--- config.mk ---
export PLATFORM = sky130hd
export DESIGN_NAME = rdh_fifo
export DESIGN_NICKNAME = d
export VERILOG_FILES = /design/src/hw/rtl/rdh_fifo.sv
export SDC_FILE = /design/constraint.sdc
export NUM_CORES = 1
export LEC_CHECK = 0
export ABC_AREA = 1
export BUFFER_PORTS_ARGS = -buffer_cell sky130_fd_sc_hd__buf_2
export CORE_MARGIN = 3
export CORE_UTILIZATION = 40
export DETAILED_ROUTE_END_ITERATION = 6
export MAX_ROUTING_LAYER = met4
export PLACE_DENSITY = 0.67
export SLEW_MARGIN = 25
export SYNTH_ARGS = -nofsm -noshare
export SYNTH_HDL_FRONTEND = slang
export SYNTH_SLANG_ARGS = --single-unit
--- constraint.sdc ---
create_clock -name clk -period 1.6 [get_ports clk]
set_input_delay 0.08 -clock clk [delete_from_list [all_inputs] [get_ports clk]]
set_output_delay 0.08 -clock clk [all_outputs]
set_load 0.05 [all_outputs]
--- src/hw/rtl/rdh_fifo.sv ---
// small queue between hash front end and probe back end
`timescale 1ns / 1ps

module rdh_fifo #(
    parameter int WIDTH = 8,
    parameter int DEPTH = 2
) (
    input  logic             clk,
    input  logic             rst_n,
    input  logic             push,
    input  logic [WIDTH-1:0] push_data,
    output logic             full,
    input  logic             pop,
    output logic [WIDTH-1:0] pop_data,
    output logic             empty
);

    localparam int PTR_W = (DEPTH > 1) ? $clog2(DEPTH) : 1;
    localparam int CNT_W = $clog2(DEPTH + 1);

    logic [WIDTH-1:0] mem [DEPTH];
    logic [PTR_W-1:0] wr_ptr_reg;
    logic [PTR_W-1:0] rd_ptr_reg;
    logic [CNT_W-1:0] count_reg;

    assign full     = (count_reg == CNT_W'(DEPTH));
    assign empty    = (count_reg == '0);
    assign pop_data = mem[rd_ptr_reg];

    always_ff @(posedge clk)
    begin
        if (push)
            mem[wr_ptr_reg] <= push_data;
    end

    always_ff @(posedge clk or negedge rst_n)
    begin
        if (!rst_n)
        begin
            wr_ptr_reg <= '0;
            rd_ptr_reg <= '0;
            count_reg  <= '0;
        end
        else
        begin
            if (push)
                wr_ptr_reg <= (wr_ptr_reg == PTR_W'(DEPTH - 1)) ? '0 : wr_ptr_reg + 1'b1;
            if (pop)
                rd_ptr_reg <= (rd_ptr_reg == PTR_W'(DEPTH - 1)) ? '0 : rd_ptr_reg + 1'b1;
            if (push && !pop)
                count_reg <= count_reg + 1'b1;
            else if (pop && !push)
                count_reg <= count_reg - 1'b1;
        end
    end

    a_no_push_full: assert property (@(posedge clk) disable iff (!rst_n)
        full |-> !push)
        else $error("push into full queue");

    a_no_pop_empty: assert property (@(posedge clk) disable iff (!rst_n)
        empty |-> !pop)
        else $error("pop from empty queue");

endmodule

==> key figures <==
Timing
  – Worst-case headroom to the max-slew limit: 80.0%
  – RSZ-0062 raised after global routing: no
  – Tightest Pin Transition: 0.299 ns
  – Final Cycle Share: 91.2%
  – Fmax achieved: 0.685 GHz
  – Final Critical Period: 1.46 ns
  – Post-Route Setup TNS: 0 ns
  – Slew Viols, Final: 0
  – Post-Route Skew: 0.00476 ns
  – Hold Fails Final Rpt: 0
  – # setup viols final: 0

Global routing
  – Largest net degree at the start of global routing: 13
  – Overflow after GRT: 0
  – Antenna violations before repair: 0
  – Vias in the first global route: 507
  – First-pass GRT wire length: 2.10 mm
  – Gr usage total: 11.4%

Clock network
  – Skew-Pair Late Insertion Delay: 0.29 ns
  – Clock buffer depth: 2
  – Clk sinks: 20
  – Clock Tree Root: clkbuf_4
  – TritonCTS clock tree: built
  – Htree depth: 1
  – CTS Buf Count: 3
  – Clk slew on worst S/H paths: 0.11 ns

Place
  – Inst Count DP: 96
  – HPWL after DPL: 867 um
  – Gpl congestion: 0.668
  – # port buffers: 21
  – Area after DPL: 951 sq um

Status
  – Status: finished clean

Drt
  – First drt pass iteration count: 2
  – DR vias/cell: 4.32
  – Via count: 480
  – Routed wire length: 1.22 mm
  – Wire per inst: 11.0 um
  – ANT nets after route: 0
  – Initial DRC count: 8
  – DRC Markers: 0

Worst setup path
  – Worst path cell trace: mux2_4 > buf_2
  – Register-to-Register Path Depth: 2
  – RR Startpoint: wr_ptr_reg$_DFFE_PN0P_
  – CP peak stage delay: 0.55 ns
  – Kind of critical path: reg -> out
  – CP Capture Type: output pin
  – Arrival time at the worst endpoint: 1.38 ns
  – Buf/Inv on CP: 1
  – Reg-to-reg setup timing slack: 0.44 ns
  – Startpoint types: flop
  – Crit-path max FO: 9
  – Crit-path slowest cell: dfrtp_2
  – RR Endpoint: mem[0][0]$_DFFE_PP_
  – Worst EP required: 1.52 ns
  – CP Depth: 2
  – Delay-heaviest family, CP: flip-flops

Cells and area
  – Layout Cells excl Fill: 111
  – FF/Latch Area: 582 sq um
  – Most common cell after layout, fill and taps aside: buf_2
  – Nets: 100
  – Area delta synth->final: 36.2%
  – Max reg flops: 16
  – Ratio of cells with drive above 1 in the final layout: 40.7%
  – Most frequent cells in the layout: buf_2, edfxtp_1, dlygate4sd3_1
  – Cell area after layout: 1110 sq um
  – Fillers: 155
  – Footprint of the multi-input gates: 200 sq um
  – Final Util: 61.2%
  – Antenna cell count: 0

Die
  – Die span in x: 51.2 um
  – DIE AREA: 2620 sq um
  – Core footprint: 1820 sq um
  – Ports: 22
  – FP Rows: 15
  – Die height: 51.2 um
  – Initial core utilization: 44.9%

Power and ir drop
  – Max VDD drop: 0.00104 V
  – Leakage power: 0.000503 uW
  – PD cells: 1860 nW/um^2

Yosys
  – Count of state elements after synthesis: 20
  – Syn nets: 63
  – Average size of a mapped cell: 16.4 sq um
  – Synth Instances: 50
  – Number of synthesis warnings: 0
  – Register area share after synthesis: 70.9%
  – Synthesized area: 818 sq um
  – Post-synth cell types: 12

Hold path
  – Hold crit path type: in -> async

Run
  – Maxcap violations: 0
==> stage by stage <==
stage | power [uW] | hold slack, ns | setup slack (ns)
6_report | 2070 | 0.122 | 0.140
5_1_grt | 2180 | 0.116 | 0.0767
4_1_cts | 2100 | 0.100 | 0.125
3_5_place_dp | 1680 | -0.106 | 0.315
3_3_place_gp | 1660 | -0.106 | 0.311
2_1_floorplan | 1530 | -0.216 | 0.445
==> where the power goes <==
group | switching, uW | internal (uW)
logic | 551 | 300
clock network | 142 | 253
registers | 117 | 708
==> synthesized netlist by cell type <==
master	count	area [sq um]
xor2_1	2	17.5
ha_1	1	12.5
nand2_1	5	18.8
nand3_1	1	5.00
buf_6	1	11.3
dfrtp_1	4	100
inv_1	7	26.3
mux2_4	8	120
edfxtp_1	16	480
nand4_1	1	6.26
nor2_1	3	11.3
xnor2_1	1	8.76
==> how the worst max path moves through the flow <==
stage	slack (ns)	from	end
floorplan	0.45	count_reg[0]$_DFFE_PN0P_	full
global placement	0.31	rd_ptr_reg$_DFFE_PN0P_	pop_data[0]
detailed placement	0.31	rd_ptr_reg$_DFFE_PN0P_	pop_data[4]
CTS	0.12	rd_ptr_reg$_DFFE_PN0P_	pop_data[4]
global route	0.08	rd_ptr_reg$_DFFE_PN0P_	pop_data[0]
finish	0.14	rd_ptr_reg$_DFFE_PN0P_	pop_data[0]
==> area by class of cell <==
| type | count | area share (%) |
|---|---|---|
| Clock buffer | 3 | 2.02 |
| Tap cell | 25 | 2.81 |
| Timing Repair Buffer | 33 | 20.0 |
| Multi-Input combinational cell | 22 | 18.0 |
| Sequential cell | 20 | 52.2 |
| Clock inverter | 1 | 2.69 |
| Inverter | 7 | 2.36 |
==> timing repair <==
action / in CTS / in global routing
setup buffers: 0 / 0
resized for setup: 1 / 0
hold endpoints to repair: 22 / 0
hold buffers: 11 / 0
endpoints found under the setup margin: 8 / 0
==> kinds of logic (layout without fill, tap and decap cells) <==
family	Yosys count	in the layout	synth area share (%)
flip-flops	20	20	70.9
XOR/XNOR	3	3	3.21
multiplexers	8	8	14.7
adder cells (fa/ha/maj)	1	1	1.53
AND/OR/NAND/NOR	10	10	5.05
buffers and inverters	8	44	4.59
==> routing by layer <==
metal	share of wire, %	track usage (%)	vias to the layer above	routed length, um
li1	-	-	244	-
met1	44	12.5	219	538
met2	49	18.9	15	592
met3	5.4	2.92	2	66
met4	1.6	6.55	0	20
met5	0	-	-	0
Note: power is estimated with default switching activity, not from simulation.
