[src/hw/rtl/rdh_pkg.sv]
// shared types and constants for the row dedup hash table
`timescale 1ns / 1ps

package rdh_pkg;

    localparam logic [63:0] GOLDEN = 64'h9e3779b97f4a7c15;
    localparam logic [63:0] MIX_A  = 64'hbf58476d1ce4e5b9;
    localparam logic [63:0] MIX_B  = 64'h94d049bb133111eb;

    localparam int SHIFT_PRE  = 30;
    localparam int SHIFT_MID  = 27;
    localparam int SHIFT_POST = 31;

    localparam int IN_WORDS = 4;
    localparam int ID_W     = 12;
    localparam int EPOCH_W  = 8;
    localparam int WIDTH_W  = 3;

    localparam logic [WIDTH_W-1:0] ROW_WIDTH_RESET = 3'd3;
    localparam logic [WIDTH_W-1:0] ROW_WIDTH_MIN   = 3'd2;

    typedef logic [IN_WORDS-1:0][31:0] row_t;

    // one hashed request on its way from front to back
    typedef struct packed {
        logic               start_set;
        logic [WIDTH_W-1:0] n_words;
        row_t               words;
    } item_t;

endpackage

[src/hw/rtl/rdh_front.sv]
// front end: takes requests, hashes the row and reduces the hash to a slot
`timescale 1ns / 1ps

module rdh_front #(
    parameter int TABLE_SLOTS = 4096,
    parameter int MAX_WORDS   = 4,
    parameter int SLOT_W      = $clog2(TABLE_SLOTS)
) (
    input  logic                          clk,
    input  logic                          rst_n,
    input  logic                          cfg_wr_en,
    input  logic [rdh_pkg::WIDTH_W-1:0]   cfg_wr_data,
    input  logic                          s_tvalid,
    output logic                          s_tready,
    input  logic [127:0]                  s_tdata,
    input  logic [0:0]                    s_tuser,
    input  logic                          hold,
    output logic                          q_push,
    output rdh_pkg::item_t                q_item,
    output logic [SLOT_W-1:0]             q_slot,
    input  logic                          q_full
);

    localparam int RW = SLOT_W + 1;

    localparam logic [1:0] F_IDLE = 2'd0;
    localparam logic [1:0] F_MIX  = 2'd1;
    localparam logic [1:0] F_MOD  = 2'd2;
    localparam logic [1:0] F_PUSH = 2'd3;

    logic [1:0]                    state_reg, state_next;
    logic [rdh_pkg::WIDTH_W-1:0]   row_width_reg;
    logic                          start_reg, start_next;
    logic [rdh_pkg::WIDTH_W-1:0]   n_reg, n_next;
    rdh_pkg::row_t                 words_reg, words_next;
    logic [2:0]                    widx_reg, widx_next;
    logic [63:0]                   v_reg, v_next;
    logic [63:0]                   acc_reg, acc_next;
    logic [1:0]                    part_reg, part_next;
    logic                          msel_reg, msel_next;
    logic [63:0]                   hash_reg, hash_next;
    logic [RW-1:0]                 rem_reg, rem_next;

    logic [rdh_pkg::WIDTH_W-1:0]   n_cfg;
    logic [63:0]                   mconst;
    logic [31:0]                   opa, opb;
    logic [63:0]                   prod;
    logic [63:0]                   mul_r, mix_h, mix_x;
    logic [RW-1:0]                 mod_r;
    logic                          accept;

    assign s_tready = (state_reg == F_IDLE) && !hold;
    assign accept   = s_tvalid && s_tready;

    always_comb
    begin
        if (row_width_reg < rdh_pkg::ROW_WIDTH_MIN)
            n_cfg = rdh_pkg::ROW_WIDTH_MIN;
        else if (row_width_reg > rdh_pkg::WIDTH_W'(MAX_WORDS))
            n_cfg = rdh_pkg::WIDTH_W'(MAX_WORDS);
        else
            n_cfg = row_width_reg;
    end

    // one shared 32x32 multiplier, three partial products per 64-bit multiply
    assign mconst = msel_reg ? rdh_pkg::MIX_B : rdh_pkg::MIX_A;
    assign opa    = (part_reg == 2'd2) ? v_reg[63:32] : v_reg[31:0];
    assign opb    = (part_reg == 2'd1) ? mconst[63:32] : mconst[31:0];
    assign prod   = {32'b0, opa} * {32'b0, opb};
    assign mul_r  = {acc_reg[63:32] + prod[31:0], acc_reg[31:0]};
    assign mix_h  = mul_r ^ (mul_r >> rdh_pkg::SHIFT_POST);

    // slot from the low hash bits, wrapped once into the table range
    always_comb
    begin
        mod_r = {1'b0, hash_reg[SLOT_W-1:0]};
        if (mod_r >= RW'(TABLE_SLOTS))
            mod_r = mod_r - RW'(TABLE_SLOTS);
    end

    always_comb
    begin
        state_next = state_reg;
        start_next = start_reg;
        n_next     = n_reg;
        words_next = words_reg;
        widx_next  = widx_reg;
        v_next     = v_reg;
        acc_next   = acc_reg;
        part_next  = part_reg;
        msel_next  = msel_reg;
        hash_next  = hash_reg;
        rem_next   = rem_reg;
        mix_x      = 64'b0;
        q_push     = 1'b0;
        unique case (state_reg)
            F_IDLE:
            begin
                if (accept)
                begin
                    words_next = s_tdata;
                    start_next = s_tuser[0];
                    n_next     = n_cfg;
                    if (n_cfg == rdh_pkg::ROW_WIDTH_MIN)
                    begin
                        mix_x     = {s_tdata[31:0], s_tdata[63:32]};
                        widx_next = 3'd2;
                    end
                    else
                    begin
                        mix_x     = rdh_pkg::GOLDEN ^ {32'b0, s_tdata[31:0]};
                        widx_next = 3'd1;
                    end
                    v_next     = mix_x ^ (mix_x >> rdh_pkg::SHIFT_PRE);
                    part_next  = 2'd0;
                    msel_next  = 1'b0;
                    state_next = F_MIX;
                end
            end
            F_MIX:
            begin
                unique case (part_reg)
                    2'd0:
                    begin
                        acc_next  = prod;
                        part_next = 2'd1;
                    end
                    2'd1:
                    begin
                        acc_next  = mul_r;
                        part_next = 2'd2;
                    end
                    default:
                    begin
                        part_next = 2'd0;
                        if (!msel_reg)
                        begin
                            acc_next  = mul_r;
                            v_next    = mul_r ^ (mul_r >> rdh_pkg::SHIFT_MID);
                            msel_next = 1'b1;
                        end
                        else if (widx_reg == n_reg)
                        begin
                            hash_next  = mix_h;
                            rem_next   = '0;
                            state_next = F_MOD;
                        end
                        else
                        begin
                            mix_x     = mix_h ^ {32'b0, words_reg[widx_reg[1:0]]};
                            v_next    = mix_x ^ (mix_x >> rdh_pkg::SHIFT_PRE);
                            widx_next = widx_reg + 3'd1;
                            msel_next = 1'b0;
                        end
                    end
                endcase
            end
            F_MOD:
            begin
                rem_next   = mod_r;
                state_next = F_PUSH;
            end
            F_PUSH:
            begin
                q_push = !q_full;
                if (!q_full)
                    state_next = F_IDLE;
            end
            default:
                state_next = F_IDLE;
        endcase
    end

    always_ff @(posedge clk or negedge rst_n)
    begin
        if (!rst_n)
        begin
            state_reg     <= F_IDLE;
            row_width_reg <= rdh_pkg::ROW_WIDTH_RESET;
        end
        else
        begin
            state_reg <= state_next;
            if (cfg_wr_en)
                row_width_reg <= cfg_wr_data;
        end
    end

    always_ff @(posedge clk)
    begin
        start_reg <= start_next;
        n_reg     <= n_next;
        words_reg <= words_next;
        widx_reg  <= widx_next;
        v_reg     <= v_next;
        acc_reg   <= acc_next;
        part_reg  <= part_next;
        msel_reg  <= msel_next;
        hash_reg  <= hash_next;
        rem_reg   <= rem_next;
    end

    assign q_item.start_set = start_reg;
    assign q_item.n_words   = n_reg;
    assign q_item.words     = words_reg;
    assign q_slot           = rem_reg[SLOT_W-1:0];

endmodule

[config.mk]
export PLATFORM = sky130hd
export DESIGN_NAME = rdh_front
export DESIGN_NICKNAME = d
export VERILOG_FILES = /design/src/hw/rtl/rdh_pkg.sv /design/src/hw/rtl/rdh_front.sv
export SDC_FILE = /design/constraint.sdc
export NUM_CORES = 2
export LEC_CHECK = 0
export ABC_AREA = 1
export ABC_CLOCK_PERIOD_IN_PS = 9000
export BUFFER_PORTS_ARGS = -buffer_cell sky130_fd_sc_hd__buf_4
export CORE_MARGIN = 5
export CORE_UTILIZATION = 50
export CTS_BUF_LIST = sky130_fd_sc_hd__clkbuf_16
export DETAILED_ROUTE_END_ITERATION = 16
export PLACE_DENSITY = 0.73
export SLEW_MARGIN = 10
export SYNTH_ARGS = -nofsm -noshare
export SYNTH_HDL_FRONTEND = slang
export SYNTH_SLANG_ARGS = --single-unit
[constraint.sdc]
create_clock -name clk -period 9 [get_ports clk]
set_input_delay 0.45 -clock clk [delete_from_list [all_inputs] [get_ports clk]]
set_output_delay 0.45 -clock clk [all_outputs]
set_load 0.01 [all_outputs]
==> impl_metrics.yaml <==
outcome:
  status: "finished with violations"
  failed_checks: "setup timing"
drt:
  routed_wl_mm: 181.0
  initialDrtViolationCount: 4433
  drt-vias-per-instance: 5.527
  wire_per_inst_um: 25.15
  detailroute.via_count: 39780
  post-route-drc-count: 0
  first_drt_pass_iteration_count: 9
  route.antenna.remaining_nets: 0
worst_setup_path:
  critPathRequiredTime_ps: 9290
  worst-path-max-fanout: 4
  crit_family: "adder cells"
  path_depth: 43
  rrSetupSlack_ps: -80
  reg2regPathDepth: 43
  path_buf_inv: 15
  max_stage_delay_ps: 580
  critPathArrivalTime_ps: 9370
  critical_path.startpoint_type: "flip-flop"
  end_kind: "flip-flop"
  most_repeated_library_cell_on_the_critical_path: "sky130_fd_sc_hd__fa_1"
  critical_path.slowest_cell: "sky130_fd_sc_hd__fa_1"
  timing.setup.critical_path_class: "flip-flop to flip-flop"
finish:
  largest_register_ffs: 128
  flow.area_growth_from_synthesis_pct: 27.16
  drive_above_1_share_pct: 25.94
  number_of_nets_in_the_final_layout: 7326
  final_cell_area_sq_um: 57970
synthesis:
  synth_cells: 5014
  syn_avg_cell_area_sq_um: 9.092
  post_synth_num_cell_types: 57
  leading_register_cell_type_out_of_synthesis: "sky130_fd_sc_hd__edfxtp_1"
  synth.top_cells.by_area: "sky130_fd_sc_hd__fa_1, sky130_fd_sc_hd__edfxtp_1, sky130_fd_sc_hd__inv_1, sky130_fd_sc_hd__ha_1, sky130_fd_sc_hd__nand2_1"
  netlist.area_leader.share_pct: 36.36
  synth_top_cell_by_area: "sky130_fd_sc_hd__fa_1"
  synth_top_family_by_area: "adder cells"
  yosys.area_share.simple_pct: 12.80
  ys_warn_count: 0
  synth_compound_gate_area_share_pct: 6.628
  portion_of_netlist_area_occupied_by_mux_cells_pct: 0
  synth-seq-area-share_pct: 19.38
  synth-adder-area-share_pct: 46.35
  synthesis.nets: 6344
  synth_area_sq_um: 45590
  yosys_register_bits: 295
  synth-async-reset-ratio_pct: 1.695
  synth-edff-count: 290
  xor_and_xnor_area_share_after_synthesis_pct: 3.230
sta:
  layout_setup_ws_ps: -82.31
  final_slew_violations: 0
  min_period_over_period_pct: 100.9
  actual_transition_at_the_worst_max_transition_pin_ps: 1195
  setup_viol: 9
  timing.clock.skew_ps: 34.74
  hold_viol: 0
  final_period_minus_worst_setup_slack_ps: 9082
  setup_total_negative_slack_ps: -368.3
  maxSlewHeadroom_pct: 20.31
  fmaxAchievable_ghz: 0.1101
  rsz0062_at_grt: "yes"
clock_tree:
  ctsLongestPathBuffers: 3
  ctsHtreeMaxLevel: 1
  cts.root.buffer_cell: "sky130_fd_sc_hd__clkbuf_16"
  path_clk_slew_ps: 70
  tritoncts_clock_tree: "done"
  tritoncts_num_sinks: 295
  cts_inserted_buffers: 28
  insertion_delay_ps: 590
die:
  die-height_um: 311.9
  rows: 110
  floorplan.core_area_sq_um: 90290
  dieWidth_um: 311.9
  ioPinCount: 284
  start_util_pct: 50.49
  floorplan.die_area_sq_um: 97310
global_routing:
  grt.overflow.total: 0
  antenna_violations_before_repair: 3
  grt_first_pass_wirelength_mm: 262.9
  first_global_vias: 40620
  gr-usage-all-layers_pct: 36.49
  maximum_number_of_pins_on_one_net_before_global_route_repair: 81
placed_design:
  place_congestion: 1.046
  post-dp-hpwl_mm: 155.6
  postPlaceCellArea_sq_um: 54230
  placement.io_buffers: 283
flow_run:
  cap_viol_max_count: 0
hold_path:
  hold_path_depth: 1
  hp-class: "primary input to flip-flop"
## worst reg2reg max path: cells and delay by family, from the launching register on
kind	cells	cell delay [ps]
AOI/OAI and AO/OA	4	500
and+or+nand+nor	12	1300
DFF	1	380
xor gates and xnor gates	2	360
buffers and inverters	15	1590
adders and majority gates	10	4680
## routing by layer
layer / share of wire (%) / track usage [%] / vias up
met5: 0 / 0 / -
met4: 5.2 / 12.92 / 0
met3: 11 / 7.269 / 445
met2: 45 / 56.81 / 2320
met1: 40 / 51.56 / 19790
li1: - / - / 17220
## through the flow
stage / cells / util, % / setup slack [ps] / hold WS [ps]
3_5_place_dp: 7070 / 60.07 / -749.2 / 255.7
6_report: 7197 / 64.20 / -82.31 / 33.60
5_1_grt: 7195 / 64.20 / -335.6 / 16.57
2_1_floorplan: 5014 / - / 46.73 / 154.4
3_3_place_gp: 7070 / 60.07 / -1174 / 253.8
4_1_cts: 7146 / 62.15 / 2.030 / 22.41
## cells in the mapped netlist (11+ instances only)
cell	n
sky130_fd_sc_hd__inv_1	1237
sky130_fd_sc_hd__fa_1	828
sky130_fd_sc_hd__nand2_1	695
sky130_fd_sc_hd__nor2_1	581
sky130_fd_sc_hd__ha_1	364
sky130_fd_sc_hd__edfxtp_1	290
sky130_fd_sc_hd__a21oi_1	181
sky130_fd_sc_hd__o21ai_0	162
sky130_fd_sc_hd__xor2_1	118
sky130_fd_sc_hd__nand3_1	98
sky130_fd_sc_hd__clkbuf_1	90
sky130_fd_sc_hd__xnor2_1	39
sky130_fd_sc_hd__buf_2	23
sky130_fd_sc_hd__o22ai_1	22
sky130_fd_sc_hd__a22oi_1	20
sky130_fd_sc_hd__o21bai_1	16
sky130_fd_sc_hd__nor3_1	15
sky130_fd_sc_hd__o21ai_1	15
sky130_fd_sc_hd__nand2_2	14
sky130_fd_sc_hd__a32oi_1	13
sky130_fd_sc_hd__a31oi_1	12
sky130_fd_sc_hd__nand4_1	12
sky130_fd_sc_hd__o21ai_2	12
sky130_fd_sc_hd__a32o_1	11
sky130_fd_sc_hd__inv_2	11
## worst paths after layout
path                               endpoint        start
max in group asynchronous  row_width_reg[0]        rst_n
max                               v_reg[36]  part_reg[0]
min in group asynchronous      state_reg[1]        rst_n
min reg2reg                      rem_reg[8]  hash_reg[8]
max reg2reg                       v_reg[36]  part_reg[0]
min                              q_item[76]  s_tdata[76]
## timing repair
action / 4_1_cts / 5_1_grt
gates cloned: 2 / 1
hold endpoints to repair: 5 / 0
hold buffers: 1 / 0
pin swaps: 35 / 161
endpoints found under the setup margin: 58 / 72
gates resized for setup: 171 / 359
setup buffers: 22 / 49
## cells by family (layout without fill, tap and decap cells)
family,count (synthesis),in the layout
AOI/OAI and AO/OA,516,516
xor gates and xnor gates,163,163
adders and majority gates,1192,1192
buffers and inverters,1387,2390
DFF,295,295
other,0,4
and+or+nand+nor,1461,1461
## area by class of cell
cell class,instances,area (sq um)
diodes,4,10.01
clock buffers,28,700.7
clock inverters,23,156.4
fillers,7467,32320
inverters,1255,4726
multi-input cells,3332,33560
flip-flops and latches,295,8836
well taps,1176,1471
repair buffers,1084,8509
## placed cells by master, fill, tap and decap left out, types with 15 or more instances in the layout
master	instances
sky130_fd_sc_hd__inv_1	1207
sky130_fd_sc_hd__buf_4	1036
sky130_fd_sc_hd__fa_1	815
sky130_fd_sc_hd__nand2_1	623
sky130_fd_sc_hd__nor2_1	497
sky130_fd_sc_hd__ha_1	327
sky130_fd_sc_hd__edfxtp_1	290
sky130_fd_sc_hd__a21oi_1	131
sky130_fd_sc_hd__o21ai_0	113
sky130_fd_sc_hd__xor2_1	101
sky130_fd_sc_hd__nand3_1	89
sky130_fd_sc_hd__nand2_2	64
sky130_fd_sc_hd__nor2_2	59
sky130_fd_sc_hd__inv_2	42
sky130_fd_sc_hd__a21oi_2	39
sky130_fd_sc_hd__ha_4	36
sky130_fd_sc_hd__o21ai_2	34
sky130_fd_sc_hd__xnor2_1	33
sky130_fd_sc_hd__o21ai_1	32
sky130_fd_sc_hd__nor2_4	30
sky130_fd_sc_hd__clkbuf_16	28
sky130_fd_sc_hd__buf_6	27
sky130_fd_sc_hd__nand2_4	22
sky130_fd_sc_hd__o22ai_1	22
sky130_fd_sc_hd__a22oi_1	20
sky130_fd_sc_hd__a21oi_4	18
sky130_fd_sc_hd__buf_12	15
Power is not shown: default switching activity piles up to over one toggle a cycle in this logic, so the estimate is an artifact.
